$ cat src/design/i2rs_pkg.sv
package i2rs_pkg;

    // Digit store
    localparam int DIGIT_SLOTS = 64;
    localparam int SLOT_W      = $clog2(DIGIT_SLOTS);

    // Field widths
    localparam int VALUE_W     = 64;
    localparam int RADIX_W     = 6;
    localparam int DIGIT_W     = 6;
    localparam int CHAR_W      = 7;
    localparam int IN_DATA_W   = 72;
    localparam int OUT_DATA_W  = 8;

    // Divider: quotient bits resolved per cycle
    localparam int CHUNK_W     = 8;
    localparam int STEPS       = VALUE_W / CHUNK_W;
    localparam int STEP_W      = $clog2(STEPS);

    localparam logic [RADIX_W-1:0] MIN_BASE   = RADIX_W'(2);
    localparam logic [RADIX_W-1:0] RADIX_HIGH = RADIX_W'(36);
    localparam logic [DIGIT_W-1:0] DEC_DIGITS = DIGIT_W'(10);

    localparam logic [CHAR_W-1:0] CHAR_ZERO  = 7'h30;
    localparam logic [CHAR_W-1:0] CHAR_A     = 7'h41;
    localparam logic [CHAR_W-1:0] CHAR_MINUS = 7'h2D;

    typedef struct packed {
        logic [DIGIT_W-1:0] rem;
        logic [CHUNK_W-1:0] chunk;
        logic [RADIX_W-1:0] radix;
    } div_req_t;

    typedef struct packed {
        logic [DIGIT_W-1:0] rem;
        logic [CHUNK_W-1:0] quo;
    } div_rsp_t;

    function automatic logic [CHAR_W-1:0] digit_char(input logic [DIGIT_W-1:0] d);
        if (d < DEC_DIGITS)
        begin
            return CHAR_ZERO + CHAR_W'(d);
        end
        return CHAR_A + CHAR_W'(d - DEC_DIGITS);
    endfunction

endpackage

$ cat src/design/i2rs_ram.sv
module i2rs_ram #(
    parameter int WIDTH = 8,
    parameter int DEPTH = 64,
    localparam int ADDR_W = $clog2(DEPTH)
) (
    input  logic              clk,
    input  logic              we,
    input  logic [ADDR_W-1:0] waddr,
    input  logic [WIDTH-1:0]  wdata,
    input  logic [ADDR_W-1:0] raddr,
    output logic [WIDTH-1:0]  rdata
);

    logic [WIDTH-1:0] mem_reg [DEPTH];
    logic [WIDTH-1:0] rdata_reg;

    always_ff @(posedge clk)
    begin
        if (we)
        begin
            mem_reg[waddr] <= wdata;
        end
        rdata_reg <= mem_reg[raddr];
    end

    assign rdata = rdata_reg;

endmodule

$ cat src/design/i2rs_div_unit.sv
module i2rs_div_unit
    import i2rs_pkg::*;
(
    input  div_req_t req,
    output div_rsp_t rsp
);

    // Restoring long division over one chunk of dividend bits, MSB first.
    // The running remainder stays below the radix, so it fits DIGIT_W bits.
    always_comb
    begin
        logic [DIGIT_W:0]   part;
        logic [DIGIT_W-1:0] rem;
        logic [CHUNK_W-1:0] quo;
        rem  = req.rem;
        quo  = '0;
        part = '0;
        for (int i = CHUNK_W - 1; i >= 0; i--)
        begin
            part = {rem, req.chunk[i]};
            if (part >= {1'b0, req.radix})
            begin
                part   = part - {1'b0, req.radix};
                quo[i] = 1'b1;
            end
            rem = part[DIGIT_W-1:0];
        end
        rsp.rem = rem;
        rsp.quo = quo;
    end

endmodule

$ cat src/design/integer_to_radix_string_core.sv
// Channel   Dir  Signals                     Contents (lowest bit up)
// s_*       in   s_tvalid s_tready s_tdata   value[63:0], radix[69:64], zero pad to 72
// m_*       out  m_tvalid m_tready m_tdata   char_code[6:0], zero pad to 8
//                m_tlast m_tuser             last; error
//
// Sequence: the accept, then each digit in the shared divider (8 quotient
// bits a cycle over a 64-bit dividend), then the sign state that primes the
// digit store read and sends a leading minus sign, then one character per cycle
// while m_tready is high. A refused item gives a single error beat.
// Reset clears the sequencer and the output valid flag; the digit store needs none.
// s_tready is high only in the idle state; a stalled m_tready holds the sequencer.
module integer_to_radix_string_core
    import i2rs_pkg::*;
(
    input  logic                  clk,
    input  logic                  rst_n,
    input  logic                  s_tvalid,
    output logic                  s_tready,
    input  logic [IN_DATA_W-1:0]  s_tdata,   // value[63:0], radix[69:64]
    output logic                  m_tvalid,
    input  logic                  m_tready,
    output logic [OUT_DATA_W-1:0] m_tdata,   // char_code[6:0]
    output logic                  m_tlast,
    output logic                  m_tuser    // error
);

    localparam logic [2:0] S_IDLE  = 3'd0;
    localparam logic [2:0] S_ERR   = 3'd1;
    localparam logic [2:0] S_DIV   = 3'd2;
    localparam logic [2:0] S_SIGN  = 3'd3;
    localparam logic [2:0] S_DIGIT = 3'd4;

    localparam logic [STEP_W-1:0] STEP_LAST = STEP_W'(STEPS - 1);

    logic [2:0]          state_reg, state_next;
    logic [STEP_W-1:0]   step_reg, step_next;
    logic [SLOT_W-1:0]   idx_reg, idx_next;
    logic [VALUE_W-1:0]  work_reg, work_next;
    logic [DIGIT_W-1:0]  rem_reg, rem_next;
    logic [RADIX_W-1:0]  radix_reg, radix_next;
    logic                neg_reg, neg_next;

    logic                out_valid_reg, out_valid_next;
    logic [CHAR_W-1:0]   out_char_reg, out_char_next;
    logic                out_last_reg, out_last_next;
    logic                out_err_reg, out_err_next;
    logic                out_load;
    logic                out_free;

    logic [VALUE_W-1:0]  value_in;
    logic [RADIX_W-1:0]  radix_in;
    logic [VALUE_W-1:0]  neg_value;
    logic [VALUE_W-1:0]  mag_in;
    logic                bad_in;
    logic                accept;

    div_req_t            div_req;
    div_rsp_t            div_rsp;
    logic [VALUE_W-1:0]  quo_shift;

    logic                ram_we;
    logic [DIGIT_W-1:0]  ram_rdata;

    // Input decode
    assign value_in  = s_tdata[VALUE_W-1:0];
    assign radix_in  = s_tdata[VALUE_W+RADIX_W-1:VALUE_W];
    assign neg_value = ~value_in + VALUE_W'(1);
    // Drop the sign bit: the most negative value is refused, so it is never needed.
    assign mag_in    = value_in[VALUE_W-1] ? {1'b0, neg_value[VALUE_W-2:0]}
                                           : {1'b0, value_in[VALUE_W-2:0]};
    assign bad_in    = (radix_in < MIN_BASE) || (radix_in > RADIX_HIGH)
                    || (value_in == {1'b1, {(VALUE_W-1){1'b0}}});

    assign accept    = s_tvalid && s_tready;
    assign s_tready  = (state_reg == S_IDLE);
    assign out_free  = !out_valid_reg || m_tready;

    // Shared divider: the work register is dividend and quotient at once,
    // shifted up by one chunk per cycle with fresh quotient bits at the bottom.
    assign div_req.rem   = rem_reg;
    assign div_req.chunk = work_reg[VALUE_W-1:VALUE_W-CHUNK_W];
    assign div_req.radix = radix_reg;
    assign quo_shift     = {work_reg[VALUE_W-CHUNK_W-1:0], div_rsp.quo};

    i2rs_div_unit u_div (
        .req (div_req),
        .rsp (div_rsp)
    );

    // Digit store: written least significant digit first, read back downwards.
    // The read address runs on the next index so the registered data matches the index.
    assign ram_we = (state_reg == S_DIV) && (step_reg == STEP_LAST);

    i2rs_ram #(
        .WIDTH (DIGIT_W),
        .DEPTH (DIGIT_SLOTS)
    ) u_digits (
        .clk   (clk),
        .we    (ram_we),
        .waddr (idx_reg),
        .wdata (div_rsp.rem),
        .raddr (idx_next),
        .rdata (ram_rdata)
    );

    always_comb
    begin
        state_next    = state_reg;
        step_next     = step_reg;
        idx_next      = idx_reg;
        work_next     = work_reg;
        rem_next      = rem_reg;
        radix_next    = radix_reg;
        neg_next      = neg_reg;
        out_load      = 1'b0;
        out_char_next = out_char_reg;
        out_last_next = out_last_reg;
        out_err_next  = out_err_reg;

        unique case (state_reg)
            S_IDLE:
            begin
                if (accept)
                begin
                    if (bad_in)
                    begin
                        state_next = S_ERR;
                    end
                    else
                    begin
                        work_next  = mag_in;
                        rem_next   = '0;
                        step_next  = '0;
                        idx_next   = '0;
                        radix_next = radix_in;
                        neg_next   = value_in[VALUE_W-1];
                        state_next = S_DIV;
                    end
                end
            end
            S_ERR:
            begin
                if (out_free)
                begin
                    out_load      = 1'b1;
                    out_char_next = '0;
                    out_last_next = 1'b1;
                    out_err_next  = 1'b1;
                    state_next    = S_IDLE;
                end
            end
            S_DIV:
            begin
                work_next = quo_shift;
                rem_next  = div_rsp.rem;
                step_next = step_reg + STEP_W'(1);
                if (step_reg == STEP_LAST)
                begin
                    // Digit complete: restart the remainder for the next one.
                    rem_next  = '0;
                    step_next = '0;
                    if (quo_shift == '0)
                    begin
                        state_next = S_SIGN;
                    end
                    else
                    begin
                        idx_next = idx_reg + SLOT_W'(1);
                    end
                end
            end
            S_SIGN:
            begin
                if (!neg_reg)
                begin
                    state_next = S_DIGIT;
                end
                else if (out_free)
                begin
                    out_load      = 1'b1;
                    out_char_next = CHAR_MINUS;
                    out_last_next = 1'b0;
                    out_err_next  = 1'b0;
                    state_next    = S_DIGIT;
                end
            end
            S_DIGIT:
            begin
                if (out_free)
                begin
                    out_load      = 1'b1;
                    out_char_next = digit_char(ram_rdata);
                    out_last_next = (idx_reg == '0);
                    out_err_next  = 1'b0;
                    if (idx_reg == '0)
                    begin
                        state_next = S_IDLE;
                    end
                    else
                    begin
                        idx_next = idx_reg - SLOT_W'(1);
                    end
                end
            end
            default:
            begin
                state_next = S_IDLE;
            end
        endcase
    end

    always_comb
    begin
        if (out_load)
        begin
            out_valid_next = 1'b1;
        end
        else if (m_tready)
        begin
            out_valid_next = 1'b0;
        end
        else
        begin
            out_valid_next = out_valid_reg;
        end
    end

    always_ff @(posedge clk or negedge rst_n)
    begin
        if (!rst_n)
        begin
            state_reg     <= S_IDLE;
            out_valid_reg <= 1'b0;
        end
        else
        begin
            state_reg     <= state_next;
            out_valid_reg <= out_valid_next;
        end
    end

    always_ff @(posedge clk)
    begin
        step_reg     <= step_next;
        idx_reg      <= idx_next;
        work_reg     <= work_next;
        rem_reg      <= rem_next;
        radix_reg    <= radix_next;
        neg_reg      <= neg_next;
        out_char_reg <= out_char_next;
        out_last_reg <= out_last_next;
        out_err_reg  <= out_err_next;
    end

    assign m_tvalid = out_valid_reg;
    assign m_tdata  = {{(OUT_DATA_W-CHAR_W){1'b0}}, out_char_reg};
    assign m_tlast  = out_last_reg;
    assign m_tuser  = out_err_reg;

    a_err_beat_alone: assert property (@(posedge clk) disable iff (!rst_n)
        (m_tvalid && m_tuser) |-> (m_tlast && (m_tdata == '0)))
        else $error("error beat without last or with a character");

    a_busy_after_accept: assert property (@(posedge clk) disable iff (!rst_n)
        (s_tvalid && s_tready) |=> !s_tready)
        else $error("input accepted while a conversion starts");

    a_div_ends_on_chunk: assert property (@(posedge clk) disable iff (!rst_n)
        (state_reg == S_DIV && state_next == S_SIGN) |-> (step_reg == STEP_LAST))
        else $error("division left before the last chunk");

    a_digit_follows_sign: assert property (@(posedge clk) disable iff (!rst_n)
        (state_reg == S_SIGN && state_next == S_DIGIT && neg_reg) |=>
            (m_tvalid && !m_tlast))
        else $error("minus sign not presented before digits");

endmodule

$ cat config.mk
export PLATFORM = sky130hd
export DESIGN_NAME = integer_to_radix_string_core
export DESIGN_NICKNAME = d
export VERILOG_FILES = /design/src/design/i2rs_pkg.sv /design/src/design/i2rs_ram.sv /design/src/design/i2rs_div_unit.sv /design/src/design/integer_to_radix_string_core.sv
export SDC_FILE = /design/constraint.sdc
export NUM_CORES = 1
export LEC_CHECK = 0
export BUFFER_PORTS_ARGS = -buffer_cell sky130_fd_sc_hd__buf_2
export CAP_MARGIN = 20
export CORE_MARGIN = 2
export CORE_UTILIZATION = 60
export DETAILED_ROUTE_END_ITERATION = 12
export PLACE_DENSITY = 0.78
export SYNTH_ARGS = -nofsm -noshare
export SYNTH_HDL_FRONTEND = slang
export SYNTH_HIERARCHICAL = 1
export SYNTH_SLANG_ARGS = --single-unit
$ cat constraint.sdc
create_clock -name clk -period 50.2 [get_ports clk]
set_input_delay 5.02 -clock clk [delete_from_list [all_inputs] [get_ports clk]]
set_output_delay 5.02 -clock clk [all_outputs]
set_load 0.005 [all_outputs]
==> results by group <==
Floorplanning
  • Die area: 41700 sq um
  • Chip height: 204 um
  • FP Rows: 73
  • Boundary Pins: 88
  • Die Span X: 204 um
  • Core Region: 39600 sq um
  • Starting Density: 60.7%

Logic synthesis
  • Netlist cell types: 86
  • Mapped Cells: 1708
  • Cell Area, Synth: 24100 sq um
  • Synth area leaders: edfxtp_1 59%, mux4_2 8.1%, ha_1 3.0%
  • Post-synthesis sequential area ratio: 60.5%
  • Top cell type's share of synthesized area: 59.0%
  • Synth warnings: 6
  • Flops & latches, synth: 489
  • Async SR Flop Fraction: 0.818%
  • Net Count, Synth: 1849
  • Synth area leader: edfxtp_1
  • EDFF count, synth: 473
  • Synth Flop Type: edfxtp_1
  • Avg Cell Area, Syn: 14.1 sq um

GRT
  • First-pass GRT wire length: 85800 um
  • Global route overflow: 0
  • Vias in the first global route: 15100
  • Largest net degree at the start of global routing: 75
  • Overall Global Routing Usage: 27.2%
  • Initial antenna violation count: 1

Cells and area
  • Layout cell share with drive strength beyond 1: 17.8%
  • Commonest non-fill, non-tap cell in the layout: edfxtp_1
  • Most frequent cells in the layout: 473 x edfxtp_1, 130 x nor2_1, 113 x nand2_1, 93 x o21ai_0, 87 x mux4_2
  • Layout area overhead: 10.6%
  • Largest register FFs: 384
  • Fillers: 2581
  • Final Cell Area: 26600 sq um
  • ANT cells: 0
  • Final Net Count: 1929

CTS
  • TritonCTS clock tree: built
  • CTS root buf: clkbuf_16
  • Skew-Pair Late Insertion Delay: 0.61 ns
  • Post-CTS Setup Bufs: 0
  • H-Tree Depth: 2
  • Total CTS buffers: 48
  • CTS Hold Bufs: 0
  • # resized after CTS: 0
  • Clock transition at the registers of the reported paths: 0.06 ns
  • Clock Sinks: 489
  • Clock Tree Buf Depth: 3

Route
  • Post-Route WL: 56400 um
  • Router iterations before antenna repair: 5
  • Drt wl/cell: 24.0 um
  • Detailed Route Iter0 Violations: 1656
  • DR vias/cell: 6.54
  • Residual DRC count: 0
  • Antenna viol nets, final: 0
  • Vias: 15400

Placed design
  • Final GP Congestion: 0.936
  • Placed Area: 24900 sq um
  • # port buffers: 84
  • HPWL after DPL: 35400 um

Worst setup path
  • Crit path max fanout: 47
  • Max incr delay on CP: 0.72 ns
  • Required time of the critical path: 50.64 ns
  • Setup Crit Path Kind: reg -> reg
  • CP max stage cell: edfxtp_1
  • Nature of the critical path endpoint: register
  • Critical Path AT: 24.43 ns
  • R2R depth: 85
  • CP startpoint kind: register
  • Crit path top cell by count: a21o_1

Timing
  • Max Slew Vio Count: 0
  • Fmax achieved: 41.7 MHz
  • Final setup viols: 0
  • RSZ-0062 raised after global routing: false
  • Slew HR: 32.3%
  • Crit share post-route: 47.8%
  • Worst-Margin Slew: 1.02 ns
  • Hold Violations, Final: 0
  • Setup tns final: 0 ns
  • Final Skew: 0.0403 ns
  • Final worst path period need: 23.99 ns

Worst hold path
  • Worst Hold Class: reg -> reg
  • Hold Crit Depth: 2

Outcome
  • Status: complete, no violations

Flow run
  • Max Cap Viol: 0
## final cells by class
class	instances	area, sq um	area share (%)
sequential	489	14500	54.7
inverter	53	199	0.748
clock inverter	37	360	1.35
multi-input combinational	1094	8990	33.8
clock buffer	52	1220	4.57
tap	525	657	2.47
timing repair buffer	102	646	2.43
## per-layer routing
metal	vias up	track usage (%)	wire, um
met3	135	4.37	4550
met1	7642	37.2	22600
met5	-	0	0
li1	6854	-	-
met4	0	11.2	2110
met2	753	44.0	27100
## Yosys cell counts (5+ instances only)
cell type,instances
xnor2_1,19
mux2_2,25
nand4_1,15
nor2_1,131
buf_2,13
or2_2,11
a21o_1,18
nand2b_1,15
a211oi_1,11
and3_1,8
or4_1,11
o41ai_1,12
mux4_1,6
nor3b_1,6
nor2b_1,23
mux4_2,87
o22a_1,7
mux2i_1,31
dfxtp_1,12
o21ai_1,7
o21a_1,7
o22ai_1,15
buf_6,6
inv_1,52
nor3_1,20
o221ai_1,13
edfxtp_1,473
nand3_1,29
nor4_1,31
o31a_1,5
fa_1,8
nand2_1,113
and2_1,13
o31ai_1,18
ha_1,57
o21ai_0,94
or3_1,17
o211ai_1,7
clkbuf_1,44
xor2_1,74
nand3b_1,7
a21boi_0,5
a21oi_1,55
## worst max-delay path, delay by kind of cell, from the launching register on
family	cells	cell delay (ns)
AOI/OAI and AO/OA	42	10.81
and+or+nand+nor	17	4.01
buffers and inverters	12	3.08
muxes	6	2.58
adders and majority gates	8	2.46
DFF	1	0.72
## final timing paths
kind | startpoint | to | slack, ns
hold / removal | work_reg[6] | work_reg[14] | 0.55
min in group asynchronous | rst_n | m_tvalid | 4.22
setup reg to reg | radix_reg[1] | u_digits/rdata[2] | 26.21
max in group asynchronous | rst_n | state_reg[0] | 45.83
hold reg to reg | work_reg[6] | work_reg[14] | 0.55
setup / recovery | radix_reg[1] | u_digits/rdata[2] | 26.21
## stage by stage
| step | setup slack (ns) | cells | hold slack [ns] | util, % |
|---|---|---|---|---|
| CTS | 25.98 | 2345 | 0.558 | 66.8 |
| floorplan | 31.56 | 1708 | 0.509 | - |
| detailed placement | 26.15 | 2256 | 0.547 | 62.8 |
| finish | 26.21 | 2352 | 0.553 | 67.1 |
| global route | 24.53 | 2352 | 0.578 | 67.1 |
| global placement | 26.61 | 2256 | 0.533 | 62.8 |
## cell families (layout without fill, tap and decap cells)
group	Yosys count	count (layout)	synth area share [%]
buffers and inverters	125	244	2.45
muxes	150	150	11.4
and+or+nand+nor	468	468	9.78
other	1	1	0.0156
adders and majority gates	65	65	3.63
DFF	489	489	60.5
AOI/OAI and AO/OA	317	317	8.93
xor gates and xnor gates	93	93	3.39
Power is not shown: default switching activity piles up to over one toggle a cycle in this logic, so the estimate is an artifact.
